**src/design/rpad_pkg.sv**
```systemverilog
`default_nettype none

package rpad_pkg;

    // Command codes carried in tuser on the input side
    typedef logic [0:0] cmd_t;
    localparam cmd_t CMD_START    = 1'b0;
    localparam cmd_t CMD_CONTINUE = 1'b1;

    // Pad modes held in the pad_mode register
    typedef logic [2:0] pad_mode_t;
    localparam pad_mode_t MODE_NONE    = 3'd0;
    localparam pad_mode_t MODE_STICK1  = 3'd1;
    localparam pad_mode_t MODE_STICK2  = 3'd2;
    localparam pad_mode_t MODE_STICK3  = 3'd3;
    localparam pad_mode_t MODE_GEN3    = 3'd4;
    localparam pad_mode_t MODE_GEN5    = 3'd5;
    localparam pad_mode_t MODE_GEN6    = 3'd6;
    localparam pad_mode_t MODE_CD32    = 3'd7;

    // Register indexes of the configuration port
    typedef logic [0:0] reg_idx_t;
    localparam reg_idx_t REG_PAD_MODE = 1'b0;

    // Pin positions in pin_levels
    localparam int PIN_UP    = 0;
    localparam int PIN_DOWN  = 1;
    localparam int PIN_LEFT  = 2;
    localparam int PIN_RIGHT = 3;
    localparam int PIN_FIRE1 = 4;
    localparam int PIN_FIRE2 = 5;
    localparam int PIN_FIRE3 = 6;

    // Button mask bits
    typedef logic [9:0] buttons_t;
    localparam buttons_t BIT_A     = 10'h001;
    localparam buttons_t BIT_B     = 10'h002;
    localparam buttons_t BIT_C     = 10'h004;
    localparam buttons_t BIT_X     = 10'h008;
    localparam buttons_t BIT_Y     = 10'h010;
    localparam buttons_t BIT_Z     = 10'h020;
    localparam buttons_t BIT_START = 10'h040;
    localparam buttons_t BIT_MODE  = 10'h080;
    localparam buttons_t BIT_TL    = 10'h100;
    localparam buttons_t BIT_TR    = 10'h200;

    typedef logic [4:0] step_t;
    localparam step_t STEP_IDLE      = 5'd0;
    localparam step_t STEP_FIRST     = 5'd1;
    localparam step_t STEP_SECOND    = 5'd2;
    localparam step_t STEP_SHIFT0    = 5'd3;
    localparam step_t STEP_G6_EXTRA  = 5'd5;
    localparam step_t STEP_G6_LAST   = 5'd7;
    localparam step_t STEP_CD32_LAST = 5'd16;

    // Order in which the CD32 pad shifts out its buttons
    function automatic buttons_t cd32_bit(input logic [2:0] idx);
        buttons_t b;
        case (idx)
            3'd0:    b = BIT_A;
            3'd1:    b = BIT_B;
            3'd2:    b = BIT_X;
            3'd3:    b = BIT_Y;
            3'd4:    b = BIT_TR;
            3'd5:    b = BIT_TL;
            3'd6:    b = BIT_START;
            default: b = '0;
        endcase
        return b;
    endfunction

endpackage

`default_nettype wire

```
**src/design/retro_pad_poll_sequencer_unit.sv**
```systemverilog
`default_nettype none

// Poll sequencer for one DB9 game-controller port. Send a start item (tuser 0)
// to begin a poll, then one continue item (tuser 1) per step carrying the pin
// levels sampled after the previous result's select drive has settled. Each
// result gives the select levels to drive and a busy flag; the result that
// ends the poll has tuser set and carries directions and the button mask.
// Steps per poll: multistick 1, 3/5-button pad 2, 6-button pad 7, CD32 16.
// One item is taken every clock cycle unless the result stream stalls; an
// item is held in the input register and its result in the output register.
// The pad mode is written over the APB port at byte address 0 and should
// only change while no poll step is in flight.
module retro_pad_poll_sequencer_unit
    import rpad_pkg::*;
(
    input  wire logic        clk,
    input  wire logic        rst_n,
    // Configuration port
    input  wire logic        psel,
    input  wire logic        penable,
    input  wire logic        pwrite,
    input  wire logic [2:0]  paddr,
    input  wire logic [31:0] pwdata,
    output logic      [31:0] prdata,
    output logic             pready,
    // Input stream
    input  wire logic        s_axis_tvalid,
    output logic             s_axis_tready,
    input  wire logic [7:0]  s_axis_tdata,  // [6:0] pin_levels, [7] zero
    input  wire logic        s_axis_tuser,  // [0] command
    // Result stream
    output logic             m_axis_tvalid,
    input  wire logic        m_axis_tready,
    output logic      [23:0] m_axis_tdata,  // [0] select_zero, [1] select_one,
                                            // [2] busy_res, [4:3] x_direction,
                                            // [6:5] y_direction,
                                            // [16:7] button_mask, [23:17] zero
    output logic             m_axis_tuser   // [0] report_valid
);

    // Configuration
    pad_mode_t pad_mode_reg;
    logic      cfg_wr;

    // Input register
    logic       in_valid_reg;
    cmd_t       in_cmd_reg;
    logic [6:0] in_pins_reg;

    // Poll state
    step_t       step_reg, step_next;
    logic        sel0_reg, sel0_next;
    logic        sel1_reg, sel1_next;
    buttons_t    btn_reg, btn_next;
    logic [1:0]  hx_reg, hx_next;
    logic [1:0]  hy_reg, hy_next;

    // Output register
    logic        out_valid_reg;
    logic [16:0] out_data_reg;
    logic        out_report_reg;

    // Step logic
    logic        advance;
    logic        take;
    logic        busy;
    logic        report;
    logic        done;
    logic        abort;
    logic [6:0]  prs;
    logic [1:0]  dx;
    logic [1:0]  dy;
    step_t       k;
    logic [16:0] res_data;

    assign pready = 1'b1;
    assign cfg_wr = psel && penable && pwrite && pready && (paddr[2] == REG_PAD_MODE);
    assign prdata = (paddr[2] == REG_PAD_MODE) ? {29'd0, pad_mode_reg} : 32'd0;

    // Hold the pad mode
    always_ff @(posedge clk or negedge rst_n)
    begin
        if (!rst_n)
        begin
            pad_mode_reg <= MODE_NONE;
        end
        else if (cfg_wr)
        begin
            pad_mode_reg <= pwdata[2:0];
        end
    end

    // Move a step into the result stage when the output is free
    assign advance       = !out_valid_reg || m_axis_tready;
    assign take          = in_valid_reg && advance;
    assign s_axis_tready = !in_valid_reg || advance;

    // Capture an input transfer
    always_ff @(posedge clk or negedge rst_n)
    begin
        if (!rst_n)
        begin
            in_valid_reg <= 1'b0;
        end
        else if (s_axis_tready)
        begin
            in_valid_reg <= s_axis_tvalid;
        end
    end

    always_ff @(posedge clk)
    begin
        if (s_axis_tready && s_axis_tvalid)
        begin
            in_cmd_reg  <= s_axis_tuser;
            in_pins_reg <= s_axis_tdata[6:0];
        end
    end

    // Decode one poll step
    always_comb
    begin
        step_next = step_reg;
        sel0_next = sel0_reg;
        sel1_next = sel1_reg;
        btn_next  = btn_reg;
        hx_next   = hx_reg;
        hy_next   = hy_reg;
        busy      = 1'b0;
        report    = 1'b0;
        done      = 1'b0;
        abort     = 1'b0;
        prs       = ~in_pins_reg;
        dx        = {1'b0, prs[PIN_RIGHT]} - {1'b0, prs[PIN_LEFT]};
        dy        = {1'b0, prs[PIN_DOWN]} - {1'b0, prs[PIN_UP]};
        k         = step_reg - STEP_SHIFT0;

        if (in_cmd_reg == CMD_START)
        begin
            btn_next = '0;
            hx_next  = '0;
            hy_next  = '0;
            if (pad_mode_reg == MODE_NONE)
            begin
                step_next = STEP_IDLE;
            end
            else
            begin
                step_next = STEP_FIRST;
                busy      = 1'b1;
                if (pad_mode_reg inside {MODE_GEN3, MODE_GEN5, MODE_GEN6})
                begin
                    sel0_next = 1'b1;
                end
            end
        end
        else if (step_reg != STEP_IDLE)
        begin
            case (pad_mode_reg)
                MODE_STICK1, MODE_STICK2, MODE_STICK3:
                begin
                    hx_next = dx;
                    hy_next = dy;
                    if (prs[PIN_FIRE1])
                        btn_next = btn_next | BIT_A;
                    if (prs[PIN_FIRE2] && pad_mode_reg != MODE_STICK1)
                        btn_next = btn_next | BIT_B;
                    if (prs[PIN_FIRE3] && pad_mode_reg == MODE_STICK3)
                        btn_next = btn_next | BIT_C;
                    done = 1'b1;
                end
                MODE_GEN3, MODE_GEN5:
                begin
                    if (step_reg == STEP_FIRST)
                    begin
                        hx_next = dx;
                        hy_next = dy;
                        if (prs[PIN_FIRE1])
                            btn_next = btn_next | BIT_B;
                        if (prs[PIN_FIRE2])
                            btn_next = btn_next | BIT_C;
                        sel0_next = 1'b0;
                    end
                    else if (step_reg == STEP_SECOND)
                    begin
                        if (prs[PIN_FIRE1])
                            btn_next = btn_next | BIT_A;
                        if (pad_mode_reg == MODE_GEN3)
                        begin
                            if (prs[PIN_FIRE2])
                                btn_next = btn_next | BIT_START;
                        end
                        else
                        begin
                            if (prs[PIN_FIRE2])
                                btn_next = btn_next | BIT_X;
                            if (prs[PIN_LEFT])
                                btn_next = btn_next | BIT_Y;
                            if (prs[PIN_RIGHT])
                                btn_next = btn_next | BIT_START;
                        end
                        done = 1'b1;
                    end
                    else
                    begin
                        abort = 1'b1;
                    end
                end
                MODE_GEN6:
                begin
                    if (step_reg == STEP_FIRST)
                    begin
                        hx_next = dx;
                        hy_next = dy;
                        if (prs[PIN_FIRE1])
                            btn_next = btn_next | BIT_B;
                        if (prs[PIN_FIRE2])
                            btn_next = btn_next | BIT_C;
                    end
                    else if (step_reg == STEP_SECOND)
                    begin
                        if (prs[PIN_FIRE1])
                            btn_next = btn_next | BIT_A;
                        if (prs[PIN_FIRE2])
                            btn_next = btn_next | BIT_START;
                    end
                    else if (step_reg == STEP_G6_EXTRA)
                    begin
                        if (prs[PIN_LEFT])
                            btn_next = btn_next | BIT_X;
                        if (prs[PIN_DOWN])
                            btn_next = btn_next | BIT_Y;
                        if (prs[PIN_UP])
                            btn_next = btn_next | BIT_Z;
                        if (prs[PIN_RIGHT])
                            btn_next = btn_next | BIT_MODE;
                    end
                    if (step_reg > STEP_G6_LAST)
                    begin
                        abort = 1'b1;
                    end
                    else
                    begin
                        // odd steps drive low, even steps drive high
                        sel0_next = ~step_reg[0];
                        done      = (step_reg == STEP_G6_LAST);
                    end
                end
                MODE_CD32:
                begin
                    if (step_reg == STEP_FIRST)
                    begin
                        hx_next   = dx;
                        hy_next   = dy;
                        sel0_next = 1'b1;
                    end
                    else if (step_reg == STEP_SECOND)
                    begin
                        sel0_next = 1'b0;
                    end
                    else if (step_reg <= STEP_CD32_LAST)
                    begin
                        // read a button and lower the clock on even shift steps, raise it on odd ones
                        if (!k[0])
                        begin
                            if (prs[PIN_FIRE1])
                                btn_next = btn_next | cd32_bit(k[3:1]);
                            sel1_next = 1'b0;
                        end
                        else
                        begin
                            sel1_next = 1'b1;
                        end
                        done = (step_reg == STEP_CD32_LAST);
                    end
                    else
                    begin
                        abort = 1'b1;
                    end
                end
                default:
                begin
                    abort = 1'b1;
                end
            endcase

            if (done)
            begin
                step_next = STEP_IDLE;
                report    = 1'b1;
            end
            else if (abort)
            begin
                step_next = STEP_IDLE;
            end
            else
            begin
                step_next = step_reg + 5'd1;
                busy      = 1'b1;
            end
        end

        res_data = {report ? btn_next : 10'd0,
                    report ? hy_next  : 2'd0,
                    report ? hx_next  : 2'd0,
                    busy, sel1_next, sel0_next};
    end

    // Advance the poll state on each step taken
    always_ff @(posedge clk or negedge rst_n)
    begin
        if (!rst_n)
        begin
            step_reg <= STEP_IDLE;
            sel0_reg <= 1'b0;
            sel1_reg <= 1'b1;
            btn_reg  <= '0;
            hx_reg   <= '0;
            hy_reg   <= '0;
        end
        else if (take)
        begin
            step_reg <= step_next;
            sel0_reg <= sel0_next;
            sel1_reg <= sel1_next;
            btn_reg  <= btn_next;
            hx_reg   <= hx_next;
            hy_reg   <= hy_next;
        end
    end

    // Hold the result until its transfer completes
    always_ff @(posedge clk or negedge rst_n)
    begin
        if (!rst_n)
        begin
            out_valid_reg <= 1'b0;
        end
        else if (advance)
        begin
            out_valid_reg <= in_valid_reg;
        end
    end

    always_ff @(posedge clk)
    begin
        if (take)
        begin
            out_data_reg   <= res_data;
            out_report_reg <= report;
        end
    end

    assign m_axis_tvalid = out_valid_reg;
    assign m_axis_tdata  = {7'd0, out_data_reg};
    assign m_axis_tuser  = out_report_reg;

endmodule

`default_nettype wire
```
**config.mk**
```make
export PLATFORM = sky130hd
export DESIGN_NAME = retro_pad_poll_sequencer_unit
export DESIGN_NICKNAME = d
export VERILOG_FILES = /design/src/design/rpad_pkg.sv /design/src/design/retro_pad_poll_sequencer_unit.sv
export SDC_FILE = /design/constraint.sdc
export NUM_CORES = 1
export LEC_CHECK = 0
export ABC_AREA = 1
export ABC_CLOCK_PERIOD_IN_PS = 2400
export BUFFER_PORTS_ARGS = -buffer_cell sky130_fd_sc_hd__buf_4
export CAP_MARGIN = 10
export CORE_UTILIZATION = 51
export CTS_CLUSTER_SIZE = 14
export DETAILED_ROUTE_END_ITERATION = 8
export GPL_ROUTABILITY_DRIVEN = 1
export GPL_TIMING_DRIVEN = 0
export HOLD_SLACK_MARGIN = 0.1
export PLACE_DENSITY = 0.81
export SYNTH_ARGS = -nofsm -noshare
export SYNTH_HDL_FRONTEND = slang
export SYNTH_SLANG_ARGS = --single-unit
```
**constraint.sdc**
```tcl
create_clock -name clk -period 2.4 [get_ports clk]
set_input_delay 0.12 -clock clk [delete_from_list [all_inputs] [get_ports clk]]
set_output_delay 0.12 -clock clk [all_outputs]
set_load 0.02 [all_outputs]
```
# Word-level counts from Yosys, hierarchy flattened
# Cells that the tools add are included.
# W data, S select, Z words.
dict set report word_totals {
  inputBits 51
  word_cells 155
  ff_bits 52
}
dict set report op_classes {
  muxes 92
  magnitude_cmp 2
  reduce_logical 19
  n_addsub 4
  n_bitwise 4
  eq_ne 20
}
# op count
set ops {}
lappend ops {{$mux W10} 15}
lappend ops {{$pmux W10 S7} 1}
lappend ops {{$mux W1} 41}
lappend ops {{$pmux W10 S4} 1}
lappend ops {{$mux W7} 5}
lappend ops {{$mux W8} 4}
lappend ops {{$mux W5} 6}
lappend ops {{$eq A3 B3 Y1 const B} 7}
lappend ops {{$mux W2} 8}
lappend ops {{$eq A3 B2 Y1 const B} 4}
lappend ops {{$eq A5 B3 Y1 const B} 2}
lappend ops {{$or A10 B10 Y10} 1}
lappend ops {{$mux W3} 3}
lappend ops {{$mux W4} 2}
lappend ops {{$pmux W1 S4} 2}
lappend ops {{$pmux W2 S2} 2}
lappend ops {{$logic_and A1 B1 Y1} 7}
lappend ops {{$not A7 Y7} 1}
lappend ops {{$eq A3 B1 Y1 const B} 2}
lappend ops {{$logic_not A3 Y1} 2}
lappend ops {{$mux W6} 1}
lappend ops {{$add A5 B1 Y5 const B} 1}
lappend ops {{$eq A5 B1 Y1 const B} 1}
lappend ops {{$eq A5 B2 Y1 const B} 1}
lappend ops {{other kinds (17)} 21}

# Logic depth before layout (Yosys ltp)
# Gate-level depths: netlist (run 1).
dict set report logic_depth {
  depth_word 20
  mapped_depth 13
  ltp_nobuf 13
}

# Least setup slack after synthesis (run 1)
# OpenSTA, ideal clock, no wires.
dict set report synth_timing {
  path_type {register to register}
  from {register out_valid_reg (netlist: m_axis_tvalid)}
  to {register out_report_reg (netlist: m_axis_tuser), enable pin}
  setup_time_ns 0.389
  arrival_ns 1.515
  slack_ns 0.497
  stages_incl_launch_ff 3
  synth_period_minus_slack_ns 1.903
  required_ns 2.011
  cell_sequence {dfrtp_1 > a21oi_1 > clkbuf_1}
}
dict set report synth_between {
  elab_chain_len 3
}
# item line
set synth_rtl {}
lappend synth_rtl {{start: declaration} retro_pad_poll_sequencer_unit.sv:59} ;# logic out_valid_reg;
lappend synth_rtl {{start signal: assignment} retro_pad_poll_sequencer_unit.sv:341} ;# out_valid_reg <= in_valid_reg;
lappend synth_rtl {{$logic_not A1 Y1} retro_pad_poll_sequencer_unit.sv:94} ;# assign advance = !out_valid_reg || m_axis_tready;
lappend synth_rtl {{$logic_or A1 B1 Y1} retro_pad_poll_sequencer_unit.sv:94}
lappend synth_rtl {{$logic_and A1 B1 Y1} retro_pad_poll_sequencer_unit.sv:95} ;# assign take = in_valid_reg && advance;
lappend synth_rtl {{named net take} retro_pad_poll_sequencer_unit.sv:65} ;# logic take;
lappend synth_rtl {{end signal: assignment} retro_pad_poll_sequencer_unit.sv:350} ;# out_report_reg <= report;
lappend synth_rtl {{end: declaration} retro_pad_poll_sequencer_unit.sv:61} ;# logic out_report_reg;
# The timed path passes the listed nets, and every way through them passes these cells.
# A chain may end at the register's enable or synchronous reset.

# Final worst setup path (run 1)
dict set report layout_timing {
  from {register step_reg[0]}
  to {register out_data_reg[15], data pin}
}
dict set report layout_between {
  elab_chain_len 20
  word_cells_on_any_way 45
  cone_classes {add/sub: 1; order compare: 2; eq/ne: 10; mux: 29; bitwise: 1; reduce/logical: 2}
}
# item line
set layout_rtl {}
lappend layout_rtl {{start: declaration} retro_pad_poll_sequencer_unit.sv:51} ;# step_t step_reg, step_next;
lappend layout_rtl {{start signal: assignment} retro_pad_poll_sequencer_unit.sv:323} ;# step_reg <= step_next;
lappend layout_rtl {{$sub A4 B2 Y4} retro_pad_poll_sequencer_unit.sv:136} ;# k = step_reg - STEP_SHIFT0;
lappend layout_rtl {{$eq A3 B3 Y1, or another cell as far along} rpad_pkg.sv:59} ;# case (idx)
lappend layout_rtl {{$pmux W10 S7} rpad_pkg.sv:59}
lappend layout_rtl {{$mux W10} retro_pad_poll_sequencer_unit.sv:266} ;# if (prs[PIN_FIRE1])
lappend layout_rtl {{$mux W10} retro_pad_poll_sequencer_unit.sv:264} ;# if (!k[0])
lappend layout_rtl {{$mux W10} retro_pad_poll_sequencer_unit.sv:261} ;# else if (step_reg <= STEP_CD32_LAST)
lappend layout_rtl {{$mux W10} retro_pad_poll_sequencer_unit.sv:257} ;# else if (step_reg == STEP_SECOND)
lappend layout_rtl {{$mux W10} retro_pad_poll_sequencer_unit.sv:251} ;# if (step_reg == STEP_FIRST)
lappend layout_rtl {{(+4 left out)} --}
lappend layout_rtl {{$mux W10} retro_pad_poll_sequencer_unit.sv:266}
lappend layout_rtl {{$mux W10} retro_pad_poll_sequencer_unit.sv:264}
lappend layout_rtl {{$mux W10} retro_pad_poll_sequencer_unit.sv:261}
lappend layout_rtl {{$mux W10} retro_pad_poll_sequencer_unit.sv:257}
lappend layout_rtl {{$mux W10} retro_pad_poll_sequencer_unit.sv:251}
lappend layout_rtl {{$pmux W10 S4} retro_pad_poll_sequencer_unit.sv:159} ;# case (pad_mode_reg)
lappend layout_rtl {{$mux W10} retro_pad_poll_sequencer_unit.sv:157} ;# else if (step_reg != STEP_IDLE)
lappend layout_rtl {{$mux W10} retro_pad_poll_sequencer_unit.sv:138} ;# if (in_cmd_reg == CMD_START)
lappend layout_rtl {{end signal: assignment} retro_pad_poll_sequencer_unit.sv:349} ;# out_data_reg <= res_data;
lappend layout_rtl {{end: declaration} retro_pad_poll_sequencer_unit.sv:60} ;# logic [16:0] out_data_reg;
# Parallel ways exist; a longest one is shown, timed or not. The select of a mux whose other input is x is not followed.

==> results of run 1 <==
-- worst min path at each step --
stage / startpoint / to / slack [ns] / cells after the start
2_1_floorplan: rst_n / btn_reg[0]$_DFFE_PN0P_ / -0.18 / 0
3_3_place_gp: rst_n / step_reg[3]$_DFFE_PN0P_ / 0.05 / 1
3_5_place_dp: rst_n / step_reg[3]$_DFFE_PN0P_ / 0.06 / 1
4_1_cts: pwrite / pad_mode_reg[2]$_DFFE_PN0P_ / 0.21 / 3
5_1_grt: pwrite / pad_mode_reg[1]$_DFFE_PN0P_ / 0.26 / 3
6_report: pwrite / pad_mode_reg[2]$_DFFE_PN0P_ / 0.22 / 3
-- timing repair --
item / 4_1_cts / 5_1_grt
gates resized for setup: 1 / 0
hold endpoints to repair: 39 / 0
endpoints found under the setup margin: 19 / 0
hold buffers: 14 / 0
-- power breakdown --
part / total (mW) / internal (mW) / switching (mW) / leakage, nW
registers: 1.24 / 1.12 / 0.121 / 0.588
logic: 1.44 / 0.473 / 0.970 / 1.37
clock network: 0.510 / 0.209 / 0.301 / 0.0456
-- cell type report --
cell class | count | share of cell area (%)
clock inverters | 2 | 0.344
clock buffers | 6 | 1.81
repair buffers | 55 | 11.2
well taps | 75 | 2.34
plain buffers | 41 | 7.78
flip-flops and latches | 52 | 35.8
multi-input cells | 286 | 35.9
inverters | 52 | 4.87
-- critical path, cell delays in order (launching register included) --
cell and delay, ns:
dfrtp_1 0.53, inv_1 0.20, ha_1 0.24, inv_1 0.06, nor2_1 0.05, nand3_1 0.20
nor2_2 0.10, nor3_4 0.20, inv_2 0.07, nand2_4 0.11, buf_12 0.18, a21oi_4 0.03
-- per-stage QoR --
step	instances	setup slack, ns
floorplan	431	0.497
global placement	547	0.0217
detailed placement	547	0.00668
CTS	569	0.185
global route	569	0.00251
finish	569	0.189
-- cells in the final DEF (no fill, tap or decap) --
cell type / instances
a21oi_1: 27
a21oi_4: 3
buf_12: 1
buf_2: 1
buf_4: 78
clkbuf_1: 2
clkbuf_2: 1
clkbuf_8: 5
clkinv_1: 1
clkinv_2: 1
conb_1: 37
dfrtp_1: 25
dfstp_2: 1
dlygate4sd3_1: 14
edfxtp_1: 26
ha_1: 6
inv_1: 42
inv_2: 9
inv_6: 1
nand2_1: 92
nand2_2: 3
nand2_4: 2
nand3_1: 28
nand3_2: 2
nand3b_1: 2
nand4_1: 3
nor2_1: 35
nor2_2: 5
nor2_4: 8
nor3_1: 2
nor3_4: 1
o2111ai_2: 1
o21ai_0: 12
o21ai_1: 8
o21ai_2: 1
o22ai_1: 5
o32ai_1: 1
xor2_1: 2
-- cells by family (layout without fill, tap and decap cells) --
family          after synthesis  count (layout)  synth area share, %
compound gates               58              58                 10.7
other cells                   2              37                0.231
flops                        52              52                 44.1
buf+inv                      93             156                 15.6
simple gates                183             183                 26.5
xor+xnor                      2               2                0.540
fa+ha+maj                     6               6                 2.31
-- metal layers --
| metal | wire [um] | vias up | share of wire [%] | global-route usage, % |
|---|---|---|---|---|
| met5 | 0 | - | 0 | 0 |
| met4 | 147 | 0 | 2.0 | 8.77 |
| met3 | 419 | 10 | 5.6 | 4.67 |
| met2 | 3720 | 98 | 50 | 41.5 |
| met1 | 3180 | 1273 | 43 | 33.0 |
| li1 | - | 1393 | - | - |
==> reports/results.ini, run 1 <==
[routing]
num_vias = 2774
routed_wl_um = 7460
wl_per_cell_um = 13.1
drc = 0
drtAntennaViolNets = 0
drt_pass1_iterations = 4
drtIter0Drc = 178
vias_per_cell = 4.88

[setup_path]
arrival_ns = 2.28
cp_data_required_time_ns = 2.47
critPathKind = reg -> reg
r2r_end = out_data_reg[15]$_SDFFCE_PN0P_
crit_end = out_data_reg[15]$_SDFFCE_PN0P_
reg2reg_depth = 11
r2r_setup_slack_ns = 0.19
startpoint_type = register
critical_path.endpoint_type = register
r2r_start = step_reg[0]$_DFFE_PN0P_
critPathMaxFanout = 10
crit_path_start = step_reg[0]$_DFFE_PN0P_

[synth]
yosysTopAreaCellShare_pct = 24.1
synth_ff_type = edfxtp_1
yosysWarnings = 0
async_reset_ff_share_pct = 50.0
synth_cell_types = 33
syn_area_per_cell_um2 = 8.20
synth-edff-count = 26
yosysTopAreaCell = edfxtp_1
ys_seq_elements = 52
synth_cells = 396
synth.area.top_cells = edfxtp_1 24%, dfrtp_1 19%, nand2_1 11%, buf_4 8.6%, inv_1 4.9%
syn_area_um2 = 3250
synth_common_cells = 92 x nand2_1, 42 x inv_1, 37 x buf_4, 35 x nor2_1, 28 x nand3_1
ys_seq_area_share_pct = 44.1
yosysMostFrequentCell = nand2_1

[cts]
h-tree-depth = 2
clk_transition_reported_paths_ns = 0.09
post_cts_buffers = 0
cts_buffers = 5
root_buffer = clkbuf_8
cts_sinks = 52
clk_path_buf_depth = 2
insertion_delay_ns = 0.32
cts_tree = built

[placed_design]
place_congestion = 0.909
place_area_um2 = 3780
place_hpwl_um = 5460
io_buffers = 41

[floorplan]
rows = 28
io_pins = 111
die_w_um = 81.8
die_h_um = 81.8
core_area_um2 = 6030
start_util_pct = 53.9
dieArea_um2 = 6690

[sta]
tns_ns = 0
skew_ns = 0.0153
rsz0062_at_grt = no
maxSlewHeadroom_pct = 56.4
min_period_ns = 2.21
hold_ws_ns = 0.217
fmax_ghz = 0.452
min_period_over_period_pct = 92.1
final_max_slew_viol_count = 0
setup_viol = 0
finalHoldViolations = 0
tightest_slew_ns = 0.654

[global_route]
antenna_found_initial = 0
overflow = 0
grt_max_degree = 28
track_usage_pct = 25.2
grt_pass1_vias = 2595
grt_first_pass_wirelength_um = 12400

[pwr]
peakVddDrop_mv = 0.457
p_per_area_nw_per_um2 = 797
total_power_mw = 3.19
leakagePower_nw = 2.00

[run_status]
status = completed

[finish]
diodes = 0
drive_gt1_share_pct = 25.1
multiInputGateArea_um2 = 1440
post-route-util_pct = 66.5
nets = 550
regArea_um2 = 1430
area_growth_pct = 23.4
nFillCells = 524
final_area_um2 = 4010
largest_reg_flops = 17

[job]
drv_cap = 0

[worst_hold_path]
hold_class = in -> reg

Power figures use the tool's default switching activity.
==> inputs of run 2 (changes only) <==
BUFFER_PORTS_ARGS = -buffer_cell sky130_fd_sc_hd__buf_2   (was -buffer_cell sky130_fd_sc_hd__buf_4)
==> run 2 against run 1 <==
Maximum frequency grew 0.15%. Design area shrank 1.7%. Clock power up 4.7%. Die area unchanged. Largest cell class unchanged. Utilization shrank 1.1 points. Non-clock buffer count grew 1. Global-route usage barely moved. Register-to-register slack is essentially flat. First-iteration DRC count is 7.3% lower. Clock skew rose by 0.0015 ns. Critical path depth unchanged. Count of clock-buffer cells in the layout shrank 1.
==> reports/results.ini, run 2 (synthesis results as in run 1) <==
[run_status]
status = completed

[floorplan]
rows = 28
start_util_pct = 53.9
io_pins = 111
die_h_um = 81.8
die_w_um = 81.8
core_area_um2 = 6030
dieArea_um2 = 6690

[global_route]
grt.busiest_layer = met2
antenna_found_initial = 0
grt_first_pass_wirelength_um = 12500
grt_use_met1_pct = 30.7
met3_usage_pct = 3.33
overflow = 0
met2_usage_pct = 45.3
grt_pass1_vias = 2649
grt_max_degree = 27
track_usage_pct = 25.1

[setup_path]
crit_family = simple AND/OR/NAND/NOR gates
arrival_ns = 2.28
path_common_cell = inv_1
path_cells = inv_1 -> ha_1 -> inv_1 -> nor2_1 -> nand3_1 -> nor2_2 -> nor3_4 -> inv_2 -> nand2_4 -> buf_12 -> a21oi_4
critPathMaxStageDelay_ns = 0.51
startpoint_type = register
critPathMaxFanout = 10
crit_slowest_cell = dfrtp_1
critPathKind = reg -> reg
critical_path.endpoint_type = register
critPathBufInv = 4
cp_data_required_time_ns = 2.47

[cts]
cts_buffers = 5
cts_tree = built
clk_transition_reported_paths_ns = 0.10
cts_sinks = 52
insertion_delay_ns = 0.32
post_cts_resized = 0
h-tree-depth = 2
clk_path_buf_depth = 2
root_buffer = clkbuf_8

[sta]
tightest_slew_ns = 0.624
min_period_ns = 2.21
min_period_over_period_pct = 92.0
setup_viol = 0
maxSlewHeadroom_pct = 58.4
rsz0062_at_grt = no
finalHoldViolations = 0
fmax_ghz = 0.453
worst_slack_ns = 0.192
final_max_slew_viol_count = 0
skew_ns = 0.0169
tns_ns = 0

[worst_hold_path]
hold_class = in -> reg

[finish]
largest_reg_flops = 17
post-route-util_pct = 65.4
nets = 551
multiInputGateArea_um2 = 1440
regArea_um2 = 1430
final_cell_mix = 92 x nand2_1, 42 x inv_1, 42 x buf_2, 37 x buf_4, 37 x conb_1
final_common_cell = nand2_1
area_growth_pct = 21.4
diodes = 0
nFillCells = 518
drive_gt1_share_pct = 25.3
fin_cells = 570

[placed_design]
place_hpwl_um = 5520
io_buffers = 41
place_congestion = 0.892
dpl.cell_count = 548
pre_cts_ws_ns = 0.235

[routing]
vias_per_cell = 4.84
drtAntennaViolNets = 0
routed_wl_um = 7740
wl_per_cell_um = 13.6
num_vias = 2760
drt_pass1_iterations = 4
drtIter0Drc = 165
drc = 0

[pwr]
leakagePower_nw = 1.98
peakVddDrop_mv = 0.471
p_per_area_nw_per_um2 = 812
total_power_mw = 3.20

[job]
drv_cap = 0

-- run 2: cell count changes in the layout (fill, tap and decap cells not counted), sizes merged --
cell / previous run / this run
buf: 80 / 81
clkbuf: 8 / 7
clkinvlp: 0 / 1
-- run 2: worst paths after layout --
check                      cells after the start                             end  slack (ns)                     from
setup / recovery                              11  out_data_reg[15]$_SDFFCE_PN0P_        0.19  step_reg[0]$_DFFE_PN0P_
setup reg to reg                              11  out_data_reg[15]$_SDFFCE_PN0P_        0.19  step_reg[0]$_DFFE_PN0P_
min in group asynchronous                      2       m_axis_tvalid$_DFFE_PN0P_        0.33                    rst_n
hold reg to reg                                2            sel1_reg$_DFFE_PN1P_        0.49     sel1_reg$_DFFE_PN1P_
max in group asynchronous                      2          btn_reg[9]$_DFFE_PN0P_        1.66                    rst_n
hold / removal                                 3     pad_mode_reg[2]$_DFFE_PN0P_        0.25                   pwrite
-- run 2: routing by layer --
metal  routed length (um)  part of all wire [%]
met1                 3210                    42
met2                 4020                    52
met3                  388                   5.0
met4                  114                   1.5
met5                    0                     0
-- run 2: cell type report --
type,count,area share (%)
multi-input cells,286,36.5
flip-flops and latches,52,36.4
repair buffers,56,9.46
plain buffers,41,7.88
inverters,52,4.95
well taps,75,2.38
clock buffers,5,1.75
clock inverters,3,0.699
-- run 2: tightest hold or removal path: cells and delay by family --
family | cells | cell delay [ns]
compound gates | 1 | 0.11
simple gates | 1 | 0.20
buf+inv | 1 | 0.10
-- run 2: power breakdown --
part / switching, mW / internal, mW / total (mW)
registers: 0.124 / 1.12 / 1.24
clock network: 0.319 / 0.215 / 0.534
logic: 0.974 / 0.449 / 1.42
total: 1.42 / 1.78 / 3.20
-- run 2: timing repair --
action | CTS | global route
hold endpoints to repair | 38 | 0
endpoints found under the setup margin | 0 | 0
hold buffers | 14 | 0
setup buffers | 0 | 0
-- run 2: metrics by stage --
step	hold slack (ns)	instance area [um2]
after floorplan	-0.176	3380
after global placement	0.155	3680
after detailed placement	0.164	3700
after CTS	0.206	3940
after global routing	0.275	3940
final	0.251	3940
==> inputs of run 3 (changes only) <==
ABC_AREA = 0   (was 1)
CORE_UTILIZATION = 50   (was 51)
PLACE_DENSITY = 0.8   (was 0.81)
==> run 3 against run 2 <==
First-iteration DRC count up 100%. Die area down 0.32%. Register-to-register slack worse by 0.13 ns. Sequential cell count unchanged. Clock power down 1%. Sequential share of layout area down 0.17 points. Critical path depth down 4. Setup slack worse by 0.13 ns. Maximum frequency down 5.5%. Utilization up 0.37 points. Combinational power down 9%. Sequential power down 6%. Largest cell class unchanged.
==> reports/results.ini, run 3 <==
[run_status]
status = completed

[synth]
synth_common_cells = 42 x nor2_1, 37 x buf_4, 28 x a21oi_1, 26 x edfxtp_1, 25 x dfrtp_1
synth_ff_type = edfxtp_1
syn_area_per_cell_um2 = 9.47
yosysWarnings = 0
yosysTopAreaCell = edfxtp_1
ys_seq_elements = 52
synth_cells = 335
yosysMostFrequentCell = nor2_1
synth.area.top_cells = edfxtp_1 25%, dfrtp_1 20%, buf_4 8.8%, nor2_1 5.0%, a21oi_1 4.4%
async_reset_ff_share_pct = 50.0
synth_cell_types = 60
ys_seq_area_share_pct = 45.2
synth-edff-count = 26
yosysTopAreaCellShare_pct = 24.6
syn_area_um2 = 3170

[setup_path]
critPathKind = reg -> reg
cp_data_required_time_ns = 2.61
path_common_cell = a22o_1
critPathMaxFanout = 8
startpoint_type = register
path_cells = buf_2 -> inv_2 -> ha_4 -> or4b_4 -> a211o_4 -> a22o_1 -> a22o_1
reg2reg_depth = 7
arrival_ns = 2.55
critPathBufInv = 2
critPathMaxStageDelay_ns = 0.53
crit_family = compound AO/OA/AOI/OAI gates
critical_path.endpoint_type = register
crit_slowest_cell = or4b_4
cp_num_cells = 7

[sta]
min_period_over_period_pct = 97.3
min_period_ns = 2.34
finalHoldViolations = 0
setup_viol = 0
maxSlewHeadroom_pct = 25.7
final_max_slew_viol_count = 0
fmax_ghz = 0.428
tightest_slew_ns = 1.11
skew_ns = 0.0103

[job]
drv_cap = 0

[global_route]
antenna_found_initial = 0
grt_max_degree = 28
grt_pass1_vias = 2534
grt_first_pass_wirelength_um = 12600
track_usage_pct = 25.5
overflow = 0

[cts]
root_buffer = clkbuf_8
cts_tree = built
h-tree-depth = 2
insertion_delay_ns = 0.31
cts_sinks = 52
clk_transition_reported_paths_ns = 0.11
cts_buffers = 5
clk_path_buf_depth = 2

[finish]
regArea_um2 = 1430
multiInputGateArea_um2 = 1540
nFillCells = 503
drive_gt1_share_pct = 29.0
largest_reg_flops = 17
fin_cells = 513
area_growth_pct = 24.9
final_area_um2 = 3960
nets = 494
final_cell_mix = 46 x buf_2, 44 x buf_4, 41 x nor2_1, 37 x conb_1, 28 x a21oi_1
final_common_cell = buf_2
post-route-util_pct = 65.8
diodes = 0

[worst_hold_path]
min_path_cells = 3
hold_class = in -> reg

[placed_design]
io_buffers = 41
place_area_um2 = 3600
place_hpwl_um = 5430
place_congestion = 0.922
dpl.cell_count = 486

[floorplan]
rows = 28
start_util_pct = 52.6
core_area_um2 = 6030
io_pins = 111
die_w_um = 81.6
die_h_um = 81.6
dieArea_um2 = 6670

[pwr]
peakVddDrop_mv = 0.404
p_per_area_nw_per_um2 = 754
leakagePower_nw = 1.78
total_power_mw = 2.99

[routing]
wl_per_cell_um = 15.8
num_vias = 2812
routed_wl_um = 8100
drtAntennaViolNets = 0
drc = 0
drt_pass1_iterations = 5
vias_per_cell = 5.48
drtIter0Drc = 336

-- run 3: cell type report --
class                   instances  area share, %
clock buffers                   5           1.74
plain buffers                  56           9.60
multi-input cells             251           38.8
well taps                      75           2.37
inverters                      11           1.14
clock inverters                 3          0.537
flip-flops and latches         52           36.2
repair buffers                 60           9.66
-- run 3: what timing repair did --
| action | 4_1_cts | 5_1_grt |
|---|---|---|
| hold endpoints to repair | 38 | 0 |
| hold buffers | 14 | 0 |
| setup buffers | 2 | 3 |
| pin swaps | 2 | 3 |
| gates resized for setup | 13 | 11 |
| endpoints found under the setup margin | 34 | 28 |
-- run 3: logic make-up after synthesis --
| logic type | Yosys count | synth area share [%] |
|---|---|---|
| compound gates | 72 | 15.6 |
| xor+xnor | 1 | 0.276 |
| fa+ha+maj | 6 | 2.37 |
| buf+inv | 67 | 12.8 |
| flops | 52 | 45.2 |
| mux | 6 | 2.01 |
| other cells | 2 | 0.237 |
| simple gates | 129 | 21.6 |
-- run 3: per-layer routing --
metal | routed length, um | global-route usage, % | vias to the layer above
met1 | 3340 | 32.7 | 1302
met5 | 0 | 0 | -
li1 | - | - | 1328
met4 | 149 | 7.89 | 0
met2 | 4000 | 44.2 | 169
met3 | 612 | 3.89 | 13
-- run 3: power breakdown --
part,switching [mW],internal [mW],total [mW],leakage (nW)
Combinational,0.760,0.533,1.29,1.15
Clock,0.320,0.208,0.528,0.0445
Sequential,0.0833,1.08,1.17,0.586
Total,1.16,1.82,2.99,1.78
-- run 3: final timing paths --
path	slack, ns	endpoint	from
hold / removal	0.15	in_valid_reg$_DFFE_PN0N_	m_axis_tready
min in group asynchronous	0.36	step_reg[2]$_DFFE_PN0P_	rst_n
hold reg to reg	0.49	sel1_reg$_DFFE_PN1P_	sel1_reg$_DFFE_PN1P_
setup reg to reg	0.06	hx_reg[1]$_DFFE_PN0P_	step_reg[1]$_DFFE_PN0P_
max in group asynchronous	1.57	step_reg[0]$_DFFE_PN0P_	rst_n
setup / recovery	0.06	hx_reg[1]$_DFFE_PN0P_	step_reg[1]$_DFFE_PN0P_
-- run 3: per-stage QoR --
stage / hold WS (ns) / setup slack, ns / TNS [ns]
floorplan: -0.176 / 0.129 / 0
global placement: 0.170 / -0.327 / -5.44
detailed placement: 0.180 / -0.303 / -5.29
CTS: 0.117 / 0.0148 / 0
global route: 0.191 / -0.00127 / -0.00127
finish: 0.149 / 0.0638 / 0
-- run 3: worst reg2reg max path, stage by stage, from the launching register on --
cell     delay [ns]
dfrtp_1        0.42
buf_2          0.19
inv_2          0.12
ha_4           0.17
or4b_4         0.53
a211o_4        0.40
a22o_1         0.24
a22o_1         0.18
